## src/hw/rtl/ahdlc_pkg.sv

```systemverilog
// Shared types, constants and the FCS-16 byte update for the async HDLC receiver.
// No dependencies; used by ahdlc_deframer, ahdlc_frame_receiver, ahdlc_checker and testbench.
package ahdlc_pkg;

    localparam logic [7:0]  FLAG_BYTE = 8'h7e;
    localparam logic [7:0]  ESC_BYTE  = 8'h7d;
    localparam logic [7:0]  ESC_XOR   = 8'h20;

    localparam logic [15:0] FCS_POLY  = 16'h8408;
    localparam logic [15:0] FCS_INIT  = 16'hffff;
    localparam logic [15:0] FCS_GOOD  = 16'hf0b8;

    localparam int          CFG_W         = 14;
    localparam int          LEN_W         = 14;
    localparam int          MAX_FRAME_DEF = 8192;
    localparam logic [CFG_W-1:0] MAX_LEN_RESET = 14'd8192;

    // APB: one 32-bit register, word index taken from paddr[2]
    localparam int          APB_AW          = 3;
    localparam int          APB_DW          = 32;
    localparam logic        REG_IDX_MAX_LEN = 1'b0;

    // data_byte, frame_status, payload_len packed from bit 0 up
    localparam int          OUT_TDATA_W = 24;

    typedef enum logic [1:0] {
        ST_GOOD     = 2'd0,
        ST_BAD_FCS  = 2'd1,
        ST_OVERRUN  = 2'd2,
        ST_BAD_ESC  = 2'd3
    } t_status;

    typedef struct packed {
        logic [LEN_W-1:0] len;
        t_status          status;
        logic             is_end;
        logic [7:0]       data;
    } t_result;

    // Reflected CRC-16 over one byte, LSB first
    function automatic logic [15:0] fcs_update(input logic [15:0] crc, input logic [7:0] d);
        logic [15:0] c;
        c = crc ^ {8'h00, d};
        for (int k = 0; k < 8; k++) begin
            c = c[0] ? ((c >> 1) ^ FCS_POLY) : (c >> 1);
        end
        return c;
    endfunction

endpackage

```

## src/hw/rtl/ahdlc_deframer.sv

```systemverilog
// Frame state of the receiver: flag/escape handling, FCS check, two-byte hold-back.
// Depends on ahdlc_pkg. One byte per cycle, result is combinational to the caller.
module ahdlc_deframer
    import ahdlc_pkg::*;
#(
    parameter int MAX_FRAME = MAX_FRAME_DEF
) (
    input  logic             i_clk,
    input  logic             i_rst_n,
    input  logic [CFG_W-1:0] i_max_len,
    input  logic             i_valid,
    input  logic [7:0]       i_byte,
    output logic             o_res_valid,
    output t_result          o_res
);

    localparam int RAW_W_FULL = $clog2(MAX_FRAME + 1);
    localparam int RAW_W      = (RAW_W_FULL < CFG_W) ? RAW_W_FULL : CFG_W;

    logic             r_esc, n_esc;
    logic [15:0]      r_crc, n_crc;
    logic [7:0]       r_held0, n_held0;
    logic [7:0]       r_held1, n_held1;
    logic [1:0]       r_held_cnt, n_held_cnt;
    logic [RAW_W-1:0] r_raw, n_raw;
    logic [LEN_W-1:0] r_pay, n_pay;
    logic             r_ovr, n_ovr;

    logic [RAW_W-1:0] limit;
    logic [7:0]       d;
    logic             do_proc;

    always_comb begin
        if (32'(i_max_len) > 32'(MAX_FRAME)) begin
            limit = RAW_W'(MAX_FRAME);
        end else begin
            limit = RAW_W'(i_max_len);
        end
    end

    always_comb begin
        n_esc       = r_esc;
        n_crc       = r_crc;
        n_held0     = r_held0;
        n_held1     = r_held1;
        n_held_cnt  = r_held_cnt;
        n_raw       = r_raw;
        n_pay       = r_pay;
        n_ovr       = r_ovr;
        o_res_valid = 1'b0;
        o_res       = '0;
        d           = i_byte;
        do_proc     = 1'b0;

        if (i_valid) begin
            if (i_byte == FLAG_BYTE) begin
                // empty frames between adjacent flags give nothing
                if (r_raw != '0 || r_ovr) begin
                    o_res_valid  = 1'b1;
                    o_res.is_end = 1'b1;
                    o_res.len    = r_pay;
                    if (r_ovr) begin
                        o_res.status = ST_OVERRUN;
                    end else if (r_esc) begin
                        o_res.status = ST_BAD_ESC;
                    end else if (r_crc == FCS_GOOD) begin
                        o_res.status = ST_GOOD;
                    end else begin
                        o_res.status = ST_BAD_FCS;
                    end
                end
                n_esc      = 1'b0;
                n_crc      = FCS_INIT;
                n_held_cnt = 2'd0;
                n_raw      = '0;
                n_pay      = '0;
                n_ovr      = 1'b0;
            end else if (r_raw >= limit) begin
                n_ovr = 1'b1;
            end else begin
                n_raw = r_raw + 1'b1;
                if (r_esc) begin
                    n_esc   = 1'b0;
                    d       = i_byte ^ ESC_XOR;
                    do_proc = 1'b1;
                end else if (i_byte == ESC_BYTE) begin
                    n_esc = 1'b1;
                end else begin
                    do_proc = 1'b1;
                end

                if (do_proc) begin
                    n_crc = fcs_update(r_crc, d);
                    // the last two bytes are the FCS, so output lags by two
                    if (r_held_cnt == 2'd2) begin
                        o_res_valid = 1'b1;
                        o_res.data  = r_held0;
                        n_held0     = r_held1;
                        n_held1     = d;
                        if (r_pay != '1) begin
                            n_pay = r_pay + 1'b1;
                        end
                    end else if (r_held_cnt == 2'd0) begin
                        n_held0    = d;
                        n_held_cnt = 2'd1;
                    end else begin
                        n_held1    = d;
                        n_held_cnt = 2'd2;
                    end
                end
            end
        end
    end

    always_ff @(posedge i_clk) begin
        if (!i_rst_n) begin
            r_esc      <= 1'b0;
            r_crc      <= FCS_INIT;
            r_held_cnt <= 2'd0;
            r_raw      <= '0;
            r_pay      <= '0;
            r_ovr      <= 1'b0;
        end else begin
            r_esc      <= n_esc;
            r_crc      <= n_crc;
            r_held_cnt <= n_held_cnt;
            r_raw      <= n_raw;
            r_pay      <= n_pay;
            r_ovr      <= n_ovr;
        end
    end

    always_ff @(posedge i_clk) begin
        r_held0 <= n_held0;
        r_held1 <= n_held1;
    end

endmodule

```

## src/hw/rtl/ahdlc_frame_receiver.sv

```systemverilog
// Async HDLC (PPP-style) receiver: APB register, deframer and output skid buffer.
// Depends on ahdlc_pkg and ahdlc_deframer.
//
// Usage:
//   Raw line bytes enter on the slave stream (i_s_tdata[7:0]). Each accepted
//   byte is processed in the cycle it is taken; any result it causes is
//   registered in the output register, or in the skid entry if that one is held.
//   Payload bytes appear two decoded bytes late, so the FCS is never passed on.
//   A flag closing a non-empty frame yields one item with o_m_tlast high,
//   carrying the status (good, bad FCS, overrun, escape before flag) and the
//   payload length; payload items carry zero status and length.
//   Throughput: one byte per cycle while o_s_tready is high.
//   A two-entry output stage (register plus skid) lets input continue while a
//   result waits; o_s_tready drops only when both entries are full.
//   max_frame_len sits at APB byte address 0; it is to be written while idle,
//   which the block itself does not enforce. Synchronous reset clears all frame
//   state, sets max_frame_len to 8192 and starts inside a frame; no clearing pass is needed.
module ahdlc_frame_receiver
    import ahdlc_pkg::*;
#(
    parameter int MAX_FRAME = MAX_FRAME_DEF
) (
    input  logic                   i_clk,
    input  logic                   i_rst_n,

    input  logic                   psel,
    input  logic                   penable,
    input  logic                   pwrite,
    input  logic [APB_AW-1:0]      paddr,
    input  logic [APB_DW-1:0]      pwdata,
    output logic [APB_DW-1:0]      prdata,
    output logic                   pready,

    input  logic                   i_s_tvalid,
    output logic                   o_s_tready,
    input  logic [7:0]             i_s_tdata,   // [7:0] rx_byte

    output logic                   o_m_tvalid,
    input  logic                   i_m_tready,
    output logic [OUT_TDATA_W-1:0] o_m_tdata,   // [7:0] data_byte, [9:8] frame_status,
                                                // [23:10] payload_len
    output logic                   o_m_tlast    // is_end
);

    logic [CFG_W-1:0] r_max_len;
    logic             cfg_wr;

    logic             s_fire;
    logic             res_valid;
    t_result          res;

    logic             r_out_valid;
    t_result          r_out;
    logic             r_skid_valid;
    t_result          r_skid;
    logic             out_pop;

    // Configuration
    assign pready = 1'b1;
    assign cfg_wr = psel & penable & pwrite & pready & (paddr[2] == REG_IDX_MAX_LEN);
    assign prdata = (paddr[2] == REG_IDX_MAX_LEN) ? APB_DW'(r_max_len) : '0;

    always_ff @(posedge i_clk) begin
        if (!i_rst_n) begin
            r_max_len <= MAX_LEN_RESET;
        end else if (cfg_wr) begin
            r_max_len <= pwdata[CFG_W-1:0];
        end
    end

    assign o_s_tready = ~r_skid_valid;
    assign s_fire     = i_s_tvalid & o_s_tready;

    ahdlc_deframer #(
        .MAX_FRAME (MAX_FRAME)
    ) u_deframer (
        .i_clk       (i_clk),
        .i_rst_n     (i_rst_n),
        .i_max_len   (r_max_len),
        .i_valid     (s_fire),
        .i_byte      (i_s_tdata),
        .o_res_valid (res_valid),
        .o_res       (res)
    );

    // Output register with skid entry
    assign out_pop = r_out_valid & i_m_tready;

    always_ff @(posedge i_clk) begin
        if (!i_rst_n) begin
            r_out_valid  <= 1'b0;
            r_skid_valid <= 1'b0;
        end else begin
            if (r_skid_valid) begin
                if (out_pop) begin
                    r_skid_valid <= 1'b0;
                end
            end else if (res_valid) begin
                if (!r_out_valid || out_pop) begin
                    r_out_valid <= 1'b1;
                end else begin
                    r_skid_valid <= 1'b1;
                end
            end else if (out_pop) begin
                r_out_valid <= 1'b0;
            end
        end
    end

    always_ff @(posedge i_clk) begin
        if (r_skid_valid) begin
            if (out_pop) begin
                r_out <= r_skid;
            end
        end else if (res_valid) begin
            if (!r_out_valid || out_pop) begin
                r_out <= res;
            end else begin
                r_skid <= res;
            end
        end
    end

    assign o_m_tvalid = r_out_valid;
    assign o_m_tlast  = r_out.is_end;
    assign o_m_tdata  = {r_out.len, r_out.status, r_out.data};

    // Skid entry is only ever filled behind an occupied output register
    a_skid_behind_out: assert property (@(posedge i_clk) disable iff (!i_rst_n)
        r_skid_valid |-> r_out_valid)
        else $error("skid entry valid with empty output register");

    // Payload items carry no status or length
    a_payload_clean: assert property (@(posedge i_clk) disable iff (!i_rst_n)
        (o_m_tvalid && !o_m_tlast) |-> (o_m_tdata[OUT_TDATA_W-1:8] == '0))
        else $error("payload item with non-zero status or length");

    // A result arriving while both entries are busy would be lost
    a_no_overflow: assert property (@(posedge i_clk) disable iff (!i_rst_n)
        (r_out_valid && !i_m_tready && res_valid) |-> !r_skid_valid)
        else $error("result produced with output stage full");

endmodule

```

## config.mk

```make
export PLATFORM = sky130hd
export DESIGN_NAME = ahdlc_frame_receiver
export DESIGN_NICKNAME = d
export VERILOG_FILES = /design/src/hw/rtl/ahdlc_pkg.sv /design/src/hw/rtl/ahdlc_deframer.sv /design/src/hw/rtl/ahdlc_frame_receiver.sv
export SDC_FILE = /design/constraint.sdc
export NUM_CORES = 1
export LEC_CHECK = 0
export BUFFER_PORTS_ARGS = -buffer_cell sky130_fd_sc_hd__buf_2
export CAP_MARGIN = 20
export CORE_ASPECT_RATIO = 0.5
export CORE_MARGIN = 4
export CORE_UTILIZATION = 51
export DETAILED_ROUTE_END_ITERATION = 12
export GPL_ROUTABILITY_DRIVEN = 0
export GPL_TIMING_DRIVEN = 0
export PLACE_DENSITY = 0.73
export SYNTH_ARGS = -nofsm -noshare
export SYNTH_HDL_FRONTEND = slang
export SYNTH_SLANG_ARGS = --single-unit
```

## constraint.sdc

```tcl
create_clock -name i_clk -period 3.9 [get_ports i_clk]
set_clock_uncertainty 0.15 [all_clocks]
set_input_delay 0.78 -clock i_clk [delete_from_list [all_inputs] [get_ports i_clk]]
set_output_delay 0.78 -clock i_clk [all_outputs]
set_load 0.01 [all_outputs]
```

==> qor.json <==
{
  "outcome": "finished clean",
  "drt-initial-drc-count": 553,
  "die-area_mm2": 0.0148,
  "final_critical_period_ns": 3.69,
  "total_power_mw": 3.68,
  "final-setup-viol-count": 0,
  "clkSlewWorstSetupHoldPaths_ns": 0.06,
  "grt_use_total_pct": 21.4,
  "cp_num_buf_inv": 3,
  "tritoncts_clock_tree": "yes",
  "max_cap_viol_count": 0,
  "mostFrequentLayoutCell": "buf_2",
  "ff_latch_area_mm2": 0.00326,
  "die_extent_in_x_um": 168,
  "synth_cell_type_count": 57,
  "detail_route.drc_violations": 0,
  "multiInputGateArea_mm2": 0.00302,
  "final_max_slew_viol_count": 0,
  "avgViaCountPerCell": 5.68,
  "layout.cells.most_common_list": "buf_2 (80), nand2_1 (68), edfxtp_1 (66), dfxtp_1 (64), a21oi_1 (37)",
  "crit_path_end_kind": "flip-flop",
  "placement.cell_area_mm2": 0.00721,
  "cp_data_arrival_time_ns": 3.59,
  "drive_gt1_share_pct": 20.3,
  "final.setup.tns_ns": 0,
  "globalRouteOverflowTotal": 0,
  "first_global_vias": 5011,
  "core_mm2": 0.0122,
  "cts_buffers": 17,
  "cts-root-to-sink-buffers": 2,
  "syn_area_per_cell_um2": 10.0,
  "worstMarginPinSlew_ns": 0.653,
  "synth-main-ff-cell": "edfxtp_1",
  "grt_first_pass_wirelength_um": 25400,
  "postRouteAntennaNets": 0,
  "diodes": 0,
  "root_buffer": "clkbuf_16",
  "launching_element_type_of_the_critical_path": "flip-flop",
  "cpLargestDelayFamily": "simple AND/OR/NAND/NOR gates",
  "grt_max_degree": 18,
  "start_util_pct": 53.8,
  "fillerInstances": 961,
  "areaGrowthSynthToFinish_pct": 19.6,
  "synth.yosys.seq_area_share_pct": 49.9,
  "crit_path_max_fanout": 10,
  "synthesis.yosys.warnings": 0,
  "hpwlAfterDp_um": 11000,
  "htree_num_levels": 4,
  "cts.hold.buffers_added": 0,
  "clk-insertion-delay-late_ns": 0.42,
  "drt-wirelength-per-cell_um": 16.5,
  "vias": 5324,
  "cts_sinks": 130,
  "die_h_um": 88.1,
  "post-cts-setup-buffers": 0,
  "cp_cell_sequence": "inv_1 > buf_1 > nand2_1 > ha_1 > nand4_1 > o221ai_1 > a21oi_1 > buf_2 > nand3_1 > nor3_2",
  "postRouteWirelength_um": 15400,
  "path_class": "reg -> reg",
  "layout_worst_path_cycle_share_pct": 94.6,
  "finalHoldViolations": 0,
  "power_density_mw_per_mm2": 470,
  "numPortBuffers": 69,
  "syn-instance-count": 652,
  "cell_area_after_synthesis_mm2": 0.00654,
  "worst-endpoint-required_ns": 3.80,
  "top_level_ports": 110,
  "synth_edf_count": 66,
  "placement_rows": 28,
  "max-vdd-ir-drop_v": 0.000213,
  "clock.fmax_mhz": 271,
  "ys_async_sr_fraction_pct": 0,
  "ys_seq_elements": 130,
  "hold_path_class": "reg -> reg",
  "worst_path_largest_cell_delay_ns": 0.64,
  "static_power_due_to_leakage_nw": 3.22,
  "stdcell_area_mm2": 0.00783,
  "slew_headroom_pct": 56.2,
  "crit_slowest_cell": "nor3_2",
  "number_of_antenna_violations_at_the_first_check_in_global_routing": 0,
  "nets": 826,
  "rsz0062_at_grt": "yes",
  "dr.pass1.iters": 5
}
==> state kept, by name, summed over array words and instances (netlist names) <==
| name | count |
|---|---|
| u_deframer.r_esc | 1 |
| o_m_tlast | 1 |
| u_deframer.r_ovr | 1 |
| r_max_len | 14 |
| u_deframer.r_crc | 16 |
| u_deframer.r_held_cnt | 2 |
| u_deframer.r_pay | 14 |
| u_deframer.r_held1 | 8 |
| o_m_tvalid | 1 |
| r_skid | 25 |
| o_m_tdata | 24 |
| u_deframer.r_raw | 14 |
| r_skid_valid | 1 |
| u_deframer.r_held0 | 8 |
==> worst register-to-register path: cells and delay by family (launching register included) <==
| family | cells | cell delay, ns |
|---|---|---|
| fa+ha+maj | 1 | 0.33 |
| compound gates | 2 | 0.47 |
| buf+inv | 3 | 0.83 |
| simple gates | 4 | 1.26 |
| flops | 1 | 0.29 |
==> routing by layer <==
layer	routed length, um	global-route usage (%)
met1	7560	31.3
met2	6580	32.7
met3	1150	4.87
met4	149	5.30
met5	0	0
==> logic make-up after synthesis <==
logic type / count (synthesis) / share of synthesized area (%)
compound gates: 147 / 14.9
xor+xnor: 26 / 3.48
fa+ha+maj: 17 / 3.25
buf+inv: 68 / 5.37
flops: 130 / 49.9
mux: 10 / 1.68
other cells: 2 / 0.115
simple gates: 252 / 21.3
==> what timing repair did <==
item,4_1_cts,5_1_grt
gates resized for setup,2,2
endpoints found under the hold margin,0,0
endpoints found under the setup margin,16,25
==> cells in the mapped netlist, types with 12 or more instances <==
cell type,instances,share of area [%]
nand2_1,68,3.9
edfxtp_1,66,30
dfxtp_1,64,20
a21oi_1,38,2.9
a21o_1,30,3.4
and2_1,26,2.5
nand3_1,26,2.0
nand4_1,24,2.3
buf_4,20,2.3
clkbuf_1,19,1.1
nor4_1,19,1.8
nor2b_1,18,1.7
ha_1,17,3.3
o21ai_0,17,1.3
nor2_1,16,0.92
a21boi_0,14,1.6
inv_1,14,0.80
xnor2_1,14,1.9
o31ai_1,12,1.4
or4_1,12,1.4
xor2_1,12,1.6
==> power breakdown <==
part | switching [mW] | total [mW] | leakage (nW) | internal (mW)
logic | 0.287 | 0.496 | 1.75 | 0.209
registers | 0.0563 | 1.57 | 1.17 | 1.51
clock network | 0.652 | 1.61 | 0.297 | 0.962
==> cell type report <==
class	count	share of cell area, %
Multi-Input combinational cell	471	38.6
Sequential cell	130	41.7
Inverter	15	0.719
Tap cell	165	2.64
Timing Repair Buffer	71	4.96
Clock inverter	15	2.19
Clock buffer	17	5.44
Buffer	53	3.77
==> final timing paths <==
kind	slack (ns)	start	to	cells after the start
setup reg to reg	0.21	r_max_len[13]	u_deframer.r_held1[0]	10
hold reg to reg	0.35	r_max_len[7]	r_max_len[7]	2
setup / recovery	0.21	r_max_len[13]	u_deframer.r_held1[0]	10
hold / removal	0.35	r_max_len[7]	r_max_len[7]	2
==> through the flow <==
step | hold slack (ns) | setup slack, ns | util, % | cells
detailed placement | 0.338 | -0.0804 | 59.3 | 905
floorplan | 0.310 | 0.101 | - | 669
CTS | 0.349 | 0.179 | 64.3 | 937
global placement | 0.325 | -0.732 | 58.9 | 903
global route | 0.374 | -0.00733 | 64.4 | 937
finish | 0.345 | 0.210 | 64.4 | 937
Note: power is estimated with default switching activity, not from simulation.
